<file path="src/rtl/core/gph_pkg.sv">
// gph_pkg: shared types, constants and the gf(2^128) digit step for the polynomial hash
// used by gph_mul, gf128_polynomial_hash and gph_checker; no dependencies
package gph_pkg;

  localparam int LEN_WIDTH_DEF = 32;
  localparam int BLK_W         = 128;
  localparam int DIGIT_W       = 8;
  localparam int DIGITS        = BLK_W / DIGIT_W;
  localparam int DCNT_W        = $clog2(DIGITS);
  localparam int CFG_IDX_W     = 1;
  localparam logic [7:0] RED_POLY = 8'hE1;

  localparam logic [CFG_IDX_W-1:0] REG_KEY_HI = 1'b0;
  localparam logic [CFG_IDX_W-1:0] REG_KEY_LO = 1'b1;

  typedef enum logic [1:0] {
    ST_IDLE,
    ST_BLOCK,
    ST_LENGTH,
    ST_DONE
  } state_t;

  typedef struct packed {
    logic             done;
    logic [BLK_W-1:0] product;
  } mul_rsp_t;

  typedef struct packed {
    logic [BLK_W-1:0] z;
    logic [BLK_W-1:0] w;
  } mul_pair_t;

  // eight key bits, msb first, of the bit-reflected shift-and-add multiply
  function automatic mul_pair_t gf_digit(input mul_pair_t cur, input logic [DIGIT_W-1:0] kd);
    mul_pair_t  p;
    logic       lsb;
    p = cur;
    for (int i = 0; i < DIGIT_W; i++) begin
      if (kd[DIGIT_W-1-i]) begin
        p.w = p.w ^ p.z;
      end
      lsb = p.z[0];
      p.z = p.z >> 1;
      if (lsb) begin
        p.z[BLK_W-1 -: 8] = p.z[BLK_W-1 -: 8] ^ RED_POLY;
      end
    end
    return p;
  endfunction

endpackage

</file>
<file path="src/rtl/core/gph_mul.sv">
// gph_mul: digit-serial gf(2^128) multiplier, one key byte per cycle
// depends on gph_pkg
module gph_mul (
  input  logic                       clk,
  input  logic                       rst_n,
  input  logic                       start,
  input  logic [gph_pkg::BLK_W-1:0]  x,
  input  logic [gph_pkg::BLK_W-1:0]  key,
  output gph_pkg::mul_rsp_t          rsp
);

  gph_pkg::mul_pair_t               pair_r, pair_nxt, step;
  logic [gph_pkg::BLK_W-1:0]        key_r, key_nxt;
  logic [gph_pkg::DCNT_W-1:0]       cnt_r, cnt_nxt;
  logic                             run_r, run_nxt;
  logic                             done_r, done_nxt;

  assign step = gph_pkg::gf_digit(pair_r, key_r[gph_pkg::BLK_W-1 -: gph_pkg::DIGIT_W]);

  always_comb begin
    pair_nxt = pair_r;
    key_nxt  = key_r;
    cnt_nxt  = cnt_r;
    run_nxt  = run_r;
    done_nxt = 1'b0;
    if (start) begin
      pair_nxt.z = x;
      pair_nxt.w = '0;
      key_nxt    = key;
      cnt_nxt    = '0;
      run_nxt    = 1'b1;
    end else if (run_r) begin
      pair_nxt = step;
      key_nxt  = key_r << gph_pkg::DIGIT_W;
      cnt_nxt  = cnt_r + 1'b1;
      if (cnt_r == gph_pkg::DCNT_W'(gph_pkg::DIGITS - 1)) begin
        run_nxt  = 1'b0;
        done_nxt = 1'b1;
      end
    end
  end

  always_ff @(posedge clk) begin
    pair_r <= pair_nxt;
    key_r  <= key_nxt;
    cnt_r  <= cnt_nxt;
    if (!rst_n) begin
      run_r  <= 1'b0;
      done_r <= 1'b0;
    end else begin
      run_r  <= run_nxt;
      done_r <= done_nxt;
    end
  end

  assign rsp.done    = done_r;
  assign rsp.product = pair_r.w;

endmodule

</file>
<file path="src/rtl/core/gf128_polynomial_hash.sv">
// gf128_polynomial_hash: keyed polynomial hash over bit-reflected gf(2^128)
// depends on gph_pkg and gph_mul
//
// usage
//   key must be written via the cfg channel (index 0 upper half, 1 lower half)
//   only while idle; the block does not enforce this. cfg_ready is always high.
//   message blocks enter on the in_ channel, one request per 128-bit block,
//   byte 0 in the top bits of in_block_hi; bytes past in_valid_bytes are zeroed.
//   in_last_block closes the message: the bit length is folded in and one
//   digest request leaves on the out_ channel.
//   in_stall stays high after a block is accepted, so a new block waits for the
//   launch, the digit-serial multiplier (one key byte per cycle) and writeback.
//   a last block runs a second multiply for the length word and holds in_stall
//   until the digest enters the output register, which waits for it to be free.
//   the output register holds a waiting digest, so the next message may start
//   while it is stalled; a second digest waits in the core until it drains.
//   synchronous reset clears the accumulator, count, flag, key and out_valid.
module gf128_polynomial_hash #(
  parameter int LEN_WIDTH = gph_pkg::LEN_WIDTH_DEF
) (
  input  logic                           clk,
  input  logic                           rst_n,
  input  logic                           in_valid,
  output logic                           in_stall,
  input  logic [63:0]                    in_block_hi,
  input  logic [63:0]                    in_block_lo,
  input  logic [4:0]                     in_valid_bytes,
  input  logic                           in_last_block,
  output logic                           out_valid,
  input  logic                           out_stall,
  output logic [63:0]                    out_digest_hi,
  output logic [63:0]                    out_digest_lo,
  output logic                           out_length_overflow,
  input  logic                           cfg_valid,
  output logic                           cfg_ready,
  input  logic [gph_pkg::CFG_IDX_W-1:0]  cfg_index,
  input  logic [63:0]                    cfg_data
);

  localparam int CNT_W = LEN_WIDTH - 3;
  localparam int BW    = gph_pkg::BLK_W;

  gph_pkg::state_t      state_r, state_nxt;
  logic [63:0]          key_hi_r, key_lo_r;
  logic [BW-1:0]        acc_r, acc_nxt;
  logic [CNT_W-1:0]     cnt_r, cnt_nxt;
  logic                 sat_r, sat_nxt;
  logic                 last_r, last_nxt;
  logic                 ov_r, ov_nxt;
  logic [63:0]          dhi_r, dhi_nxt, dlo_r, dlo_nxt;
  logic                 ovl_r, ovl_nxt;

  logic                 accept, out_free, mul_start, sel_len;
  logic [4:0]           vb;
  logic [BW-1:0]        mask, blk, mul_x;
  logic [CNT_W:0]       sum;
  logic [63:0]          len_word;
  gph_pkg::mul_rsp_t    rsp;

  gph_mul u_mul (
    .clk   (clk),
    .rst_n (rst_n),
    .start (mul_start),
    .x     (mul_x),
    .key   ({key_hi_r, key_lo_r}),
    .rsp   (rsp)
  );

  assign cfg_ready = 1'b1;
  assign accept    = in_valid && !in_stall;
  assign out_free  = !ov_r || !out_stall;

  assign vb = (in_valid_bytes > 5'd16) ? 5'd16 : in_valid_bytes;
  always_comb begin
    mask = '0;
    for (int j = 0; j < 16; j++) begin
      mask[BW-1-8*j -: 8] = (5'(j) < vb) ? 8'hFF : 8'h00;
    end
  end
  assign blk      = {in_block_hi, in_block_lo} & mask;
  assign sum      = {1'b0, cnt_r} + (CNT_W+1)'(vb);
  assign len_word = 64'({cnt_r, 3'b000});

  always_comb begin
    state_nxt = state_r;
    unique case (state_r)
      gph_pkg::ST_IDLE: begin
        if (in_valid) state_nxt = gph_pkg::ST_BLOCK;
      end
      gph_pkg::ST_BLOCK: begin
        if (rsp.done) state_nxt = last_r ? gph_pkg::ST_LENGTH : gph_pkg::ST_IDLE;
      end
      gph_pkg::ST_LENGTH: begin
        if (rsp.done) state_nxt = gph_pkg::ST_DONE;
      end
      gph_pkg::ST_DONE: begin
        if (out_free) state_nxt = gph_pkg::ST_IDLE;
      end
      default: state_nxt = gph_pkg::ST_IDLE;
    endcase
  end

  always_comb begin
    in_stall  = 1'b1;
    mul_start = 1'b0;
    sel_len   = 1'b0;
    unique case (state_r)
      gph_pkg::ST_IDLE: begin
        in_stall  = 1'b0;
        mul_start = in_valid;
      end
      gph_pkg::ST_BLOCK: begin
        mul_start = rsp.done && last_r;
        sel_len   = 1'b1;
      end
      gph_pkg::ST_LENGTH: begin
      end
      gph_pkg::ST_DONE: begin
      end
      default: in_stall = 1'b1;
    endcase
  end

  assign mul_x = sel_len ? (rsp.product ^ {64'd0, len_word}) : (acc_r ^ blk);

  always_comb begin
    acc_nxt  = acc_r;
    cnt_nxt  = cnt_r;
    sat_nxt  = sat_r;
    last_nxt = last_r;
    ov_nxt   = ov_r && out_stall;
    dhi_nxt  = dhi_r;
    dlo_nxt  = dlo_r;
    ovl_nxt  = ovl_r;
    if (accept) begin
      last_nxt = in_last_block;
      if (sum[CNT_W]) begin
        cnt_nxt = '1;
        sat_nxt = 1'b1;
      end else begin
        cnt_nxt = sum[CNT_W-1:0];
      end
    end
    if (rsp.done) begin
      acc_nxt = rsp.product;
    end
    if (state_r == gph_pkg::ST_DONE && out_free) begin
      dhi_nxt  = acc_r[BW-1 -: 64];
      dlo_nxt  = acc_r[63:0];
      ovl_nxt  = sat_r;
      ov_nxt   = 1'b1;
      acc_nxt  = '0;
      cnt_nxt  = '0;
      sat_nxt  = 1'b0;
    end
  end

  always_ff @(posedge clk) begin
    dhi_r <= dhi_nxt;
    dlo_r <= dlo_nxt;
    ovl_r <= ovl_nxt;
    if (!rst_n) begin
      state_r  <= gph_pkg::ST_IDLE;
      key_hi_r <= '0;
      key_lo_r <= '0;
      acc_r    <= '0;
      cnt_r    <= '0;
      sat_r    <= 1'b0;
      last_r   <= 1'b0;
      ov_r     <= 1'b0;
    end else begin
      state_r <= state_nxt;
      acc_r   <= acc_nxt;
      cnt_r   <= cnt_nxt;
      sat_r   <= sat_nxt;
      last_r  <= last_nxt;
      ov_r    <= ov_nxt;
      if (cfg_valid && cfg_ready) begin
        unique case (cfg_index)
          gph_pkg::REG_KEY_HI: key_hi_r <= cfg_data;
          gph_pkg::REG_KEY_LO: key_lo_r <= cfg_data;
          default: key_hi_r <= key_hi_r;
        endcase
      end
    end
  end

  assign out_valid           = ov_r;
  assign out_digest_hi       = dhi_r;
  assign out_digest_lo       = dlo_r;
  assign out_length_overflow = ovl_r;

endmodule

</file>
<file path="config.mk">
export PLATFORM = sky130hd
export DESIGN_NAME = gf128_polynomial_hash
export DESIGN_NICKNAME = d
export VERILOG_FILES = /design/src/rtl/core/gph_pkg.sv /design/src/rtl/core/gph_mul.sv /design/src/rtl/core/gf128_polynomial_hash.sv
export SDC_FILE = /design/constraint.sdc
export NUM_CORES = 2
export LEC_CHECK = 0
export BUFFER_PORTS_ARGS = -buffer_cell sky130_fd_sc_hd__buf_2
export CORE_ASPECT_RATIO = 1.25
export CORE_MARGIN = 2
export CORE_UTILIZATION = 59
export CTS_CLUSTER_SIZE = 40
export DETAILED_ROUTE_END_ITERATION = 12
export PLACE_DENSITY_LB_ADDON = 0.25
export SLEW_MARGIN = 10
export SYNTH_ARGS = -nofsm -noshare
export SYNTH_HDL_FRONTEND = slang
export SYNTH_SLANG_ARGS = --single-unit
</file>
<file path="constraint.sdc">
create_clock -name clk -period 11.5 [get_ports clk]
set_clock_uncertainty 0.2 [all_clocks]
set_input_delay 1.15 -clock clk [delete_from_list [all_inputs] [get_ports clk]]
set_output_delay 1.15 -clock clk [all_outputs]
set_load 0.1 [all_outputs]
</file>
# --- Yosys cells after proc, flatten, opt, wreduce, memory -nomap -nowiden ---
# Cells that the tools add are included.
op_classes:
  n_mux: 53
  bitwise: 22
  add_sub_neg: 2
  mul: 0
  shifts: 0
  n_reduce_logical: 15
  n_eq_ne: 8
  n_lt_le_gt_ge: 17
  div_mod_pow: 0
ops:
  columns: ["cell", "n"]
  rows:
  - ["two-way mux 128 bit", 11]
  - ["XOR 128 bit", 9]
  - ["two-way mux 256 bit", 2]
  - ["two-way mux 8 bit", 24]
  - ["bitwise AND 128 bit", 1]
  - ["XOR 128 x 32 -> 128 bit", 1]
  - ["less-than comparator 4 x 5 -> 1 bit, first input constant", 8]
  - ["NOT 3 -> 4 bit", 8]
  - ["adder 29 x 5 -> 30 bit", 1]
  - ["two-way mux 29 bit", 1]
  - ["less-than comparator 3 x 5 -> 1 bit, first input constant", 4]
  - ["less-than comparator 1 x 5 -> 1 bit, first input constant", 2]
  - ["less-than comparator 2 x 5 -> 1 bit, first input constant", 2]
  - ["two-way mux 2 bit", 5]
  - ["case mux 2 bit (4 select lines)", 1]
  - ["two-way mux 1 bit", 7]
  - ["AND reduction 2 bit", 3]
  - ["> comparator 5 bit, second input constant", 1]
  - ["two-way mux 5 bit", 1]
  - ["adder 4 x 1 -> 4 bit, second input constant", 1]
  - ["equality test 2 bit, second input constant", 2]
  - ["equality test 4 bit, second input constant", 1]
  - ["logical AND 1 bit", 4]
  - ["!= test 2 x 1 -> 1 bit, second input constant", 2]
  - ["11 further kinds", 15]
word_totals:
  mem_bits_rw: 0
  latch_bits: 0
  mem_count: 0
  input_bits: 204
  romBits: 0
  out_inout_bits: 132
  elab_cells: 134
  regBits: 809

# --- Depth between registers and ports, before layout ---
logic_depth:
  depth_word: 18
  ltp_mapped: 13
  mapped_depth_nobuf: 9

# --- By module ---
# Synthesis repeated with hierarchy kept, for this count alone.
unflattened:
  hier_cells: 5594
  area_unflattened_um2: 48206.2
by_module_without_submodules:
  columns: ["mod", "seq_area_each_um2", "area_each_um2", "instances", "cells_per_inst"]
  rows:
  - ["gph_mul", 10369.9, 30166.4, 1, 3690]
  - ["gf128_polynomial_hash", 9679.3, 18039.8, 1, 1904]

# --- Worst setup path after synthesis ---
# Ideal clock, no wire load.
synth_path:
  kind: "input to register"
  startpoint: "in out_stall"
  endpoint: "reg acc_r[107]"
  arrival_time_ps: 8579
  stages: 6
  n_path_buf: 3
  required_time_ps: 11172
  setup_slack_ps: 2594
  setup_ps: 128
  cell_sequence: "a21oi_1 -> nand2b_1 -> clkbuf_1 -> clkbuf_1 -> buf_1 -> nor2_1"
synth_via:
  elab_chain_len: 4
synth_rtl:
  columns: ["item", "line", "text"]
  rows:
  - ["start, declared", "gf128_polynomial_hash.sv:30", "input logic out_stall,"]
  - ["logical NOT 1 bit", "gf128_polynomial_hash.sv:71", "assign out_free = !ov_r || !out_stall;"]
  - ["logical OR 1 bit", "gf128_polynomial_hash.sv:71", null]
  - ["logical AND 1 bit", "gf128_polynomial_hash.sv:147", "if (state_r == gph_pkg::ST_DONE && out_free) begin"]
  - ["OR reduction 2 bit (no line)", null, null]
  - ["end signal, assigned", "gf128_polynomial_hash.sv:173", "acc_r <= acc_nxt;"]
  - ["end, declared", "gf128_polynomial_hash.sv:45", "logic [BW-1:0] acc_r, acc_nxt;"]
# No other way between the ends.
# A chain may end at the register's enable or synchronous reset.

==> reports/results.ini <==
[drt]
wl_per_cell_um = 19.0
first_pass_iters = 5
vias = 38300
wl_um = 127000
post-route-drc-count = 0
avgViaCountPerCell = 5.72
drt-initial-drc-count = 3815
final_antenna_net_count = 0

[final_layout]
antenna_cells = 0
multi_input_area_um2 = 25200
final_cell_area_um2 = 51500
final-seq-area_um2 = 20100
fillCellCount = 6517
drive_above_1_share = 0.102
fin_nets = 5789
syn_to_final_growth_pct = 9.23

[setup_path]
reg2reg_depth = 7
critPathSlowestCell = nand2b_4
worstReg2RegEnd = cnt_r[21]$_SDFFE_PP0P_
path_cells = nand2_1 > a21oi_4 > buf_4 > nand2b_4 > buf_4 > buf_4 > and3b_1
crit_path_max_fanout = 62
cp-end-kind = flip-flop
slowest_delay_ns = 0.68
critical_path_class = reg -> reg
startpoint_type = flip-flop
r2r_setup_slack_ns = 7.42
worstPathArrival_ns = 4.44
cp.required_ns = 11.86
cp-endpoint = cnt_r[21]$_SDFFE_PP0P_
crit_path_frequent_cell = buf_4

[die]
die_h_um = 320
chipWidth_um = 257
fp-row-count = 115
initial_core_util = 0.597
die-area_um2 = 82200
coreArea_um2 = 79000
ioPinCount = 336

[sta]
setup_viol = 0
finalHoldViolCount = 0
relSlewSlack = 0.209
holdWs_ns = 0.265
slew_violations = 0
worst_pin_slew_ns = 1.19
fin_setup_tns_ns = 0
finalCritPeriodShare = 0.355
fmax_ghz = 0.245
fin_crit_ns = 4.08
rsz0062_at_grt = false

[yosys]
synth_edf_count = 385
synth_area_um2 = 47100
synth_top_flop_cell = dfxtp_1
syn-num-nets = 5802
synth_seq_area_share = 0.425
ys_seq_elements = 809
synth.distinct_cells = 59
yosys_warnings = 0
syn_area_per_cell_um2 = 8.43
synth_cells = 5591
async_flop_share = 0

[placement]
place.port_buffers = 334
dp_hpwl_um = 80100
routabilityCongestion = 0.843
placedInstanceArea_um2 = 48700

[power_and_ir_drop]
p_leak_nw = 19.4
seqPwrFrac = 0.414
p_per_area_nw_per_um2 = 179
swShare = 0.336
combPwrFrac = 0.283
pwr-share-clk = 0.303
ir_worst_vdd_mv = 0.135
intPower_mw = 6.13
p_sw_mw = 3.10

[min_path]
hold_path_class = reg -> reg

[clock_network]
cts_resized = 0
hold_buffers = 0
root_buffer = clkbuf_16
clockBufferDepth = 3
cts_buffers = 82
h-tree-depth = 3
post-cts-setup-buffers = 0
clkTransAtPathRegs_ns = 0.07
insertion_delay_ns = 0.68
cts.sink_count = 809
cts_tree = built

[global_routing]
grt_pass1_wl_um = 201000
grt_overflow_total = 0
antenna_found_initial = 4
grt_max_degree = 193
grt_util_all_layers = 0.302
grt_pass1_vias = 36000

[run]
drv_cap = 0

[status]
status = completed

==> layout by cell type (no fill, tap or decap), drive strengths merged, types with 152 or more instances in the layout <==
cell type / Yosys / layout
o21ai: 306 / 306
nand2: 1814 / 1814
mux2i: 152 / 152
dfxtp: 424 / 424
nor2: 204 / 204
xnor2: 714 / 714
edfxtp: 385 / 385
xor2: 347 / 347
buf: 104 / 377
a21oi: 182 / 182
==> how the worst min path moves through the flow <==
stage | start | endpoint | depth (start not counted)
6_report | key_lo_r[6]$_SDFFE_PN0P_ | key_lo_r[6]$_SDFFE_PN0P_ | 2
5_1_grt | key_hi_r[43]$_SDFFE_PN0P_ | key_hi_r[43]$_SDFFE_PN0P_ | 2
4_1_cts | key_hi_r[6]$_SDFFE_PN0P_ | key_hi_r[6]$_SDFFE_PN0P_ | 2
3_5_place_dp | key_lo_r[6]$_SDFFE_PN0P_ | key_lo_r[6]$_SDFFE_PN0P_ | 2
3_3_place_gp | key_lo_r[3]$_SDFFE_PN0P_ | key_lo_r[3]$_SDFFE_PN0P_ | 2
2_1_floorplan | sat_r$_SDFFE_PP0P_ | out_length_overflow$_DFFE_PP_ | 0
==> critical path: cells and delay by family (launching register included) <==
family	cells	cell delay (ns)
flip-flops	1	0.59
AO/OA/AOI/OAI	1	0.14
AND/OR/NAND/NOR	3	1.11
buffers and inverters	3	1.77
==> sequential cells by signal (all words and copies together), names as in the netlist, 4 cells and up, named ones only <==
signal,cells
acc_r,128
cnt_r,29
key_hi_r,64
key_lo_r,64
out_digest_hi,64
out_digest_lo,64
u_mul.cnt_r,4
u_mul.key_r,128
u_mul.pair_r,128
u_mul.rsp,128
==> stage by stage <==
step | power [mW] | utilization | std cells | setup slack [ns]
global route | 9.66 | 0.652 | 6700 | 7.25
CTS | 9.23 | 0.652 | 6700 | 7.45
detailed placement | 6.44 | 0.616 | 6547 | 6.80
floorplan | 5.83 | - | 5591 | 2.59
finish | 9.23 | 0.652 | 6700 | 7.42
global placement | 6.35 | 0.616 | 6547 | 6.90
==> synth_stat cells (10+ instances only) <==
master | instances | area, µm²
clkbuf_1 | 370 | 1390
a211oi_1 | 27 | 203
xor2_1 | 347 | 3040
buf_2 | 71 | 355
a21oi_2 | 20 | 175
nand2_1 | 1814 | 6810
a21oi_1 | 162 | 811
buf_1 | 27 | 101
xnor3_1 | 16 | 360
edfxtp_1 | 385 | 11600
xnor2_1 | 714 | 6250
nor3_1 | 11 | 55.1
nand4_1 | 11 | 68.8
dfxtp_1 | 424 | 8490
a31o_2 | 28 | 245
a21o_1 | 10 | 75.1
or3_1 | 121 | 757
nor2_1 | 204 | 766
a21boi_0 | 129 | 968
mux2i_1 | 152 | 1520
nand3_1 | 123 | 616
o21ai_0 | 306 | 1530
and2_1 | 10 | 62.6
==> layout make-up <==
cell class                      count  share of cell area
Clock buffer                      119              0.0471
Clock inverter                     34             0.00809
Inverter                            8            0.000680
Multi-Input combinational cell   4300               0.490
Sequential cell                   809               0.389
Tap cell                         1053              0.0256
Timing Repair Buffer              377              0.0390
==> power by group through the flow <==
stage / Clock (mW) / Sequential [mW] / Combinational (mW)
final: 2.80 / 3.82 / 2.61
after floorplan: 0 / 3.61 / 2.22
after CTS: 2.83 / 3.80 / 2.60
after global routing: 2.94 / 3.86 / 2.86
after detailed placement: 0 / 3.86 / 2.58
after global placement: 0 / 3.85 / 2.50
==> per-layer routing <==
layer	GRT usage	routed length, µm	vias to the layer above	part of all wire
met2	0.476	58300	1673	0.46
met1	0.415	53000	18200	0.42
met5	0	34	-	0.00027
met3	0.0490	10900	273	0.086
li1	-	-	18100	-
met4	0.125	4990	6	0.039
==> cell families after synthesis <==
family,Yosys count,share of synthesized area
AOI/OAI and AO/OA,721,0.0914
xor gates and xnor gates,1083,0.208
adders and majority gates,7,0.00202
buffers and inverters,482,0.0410
DFF,809,0.425
muxes,152,0.0323
other,1,0.0000795
and+or+nand+nor,2336,0.200
Power figures use the tool's default switching activity.
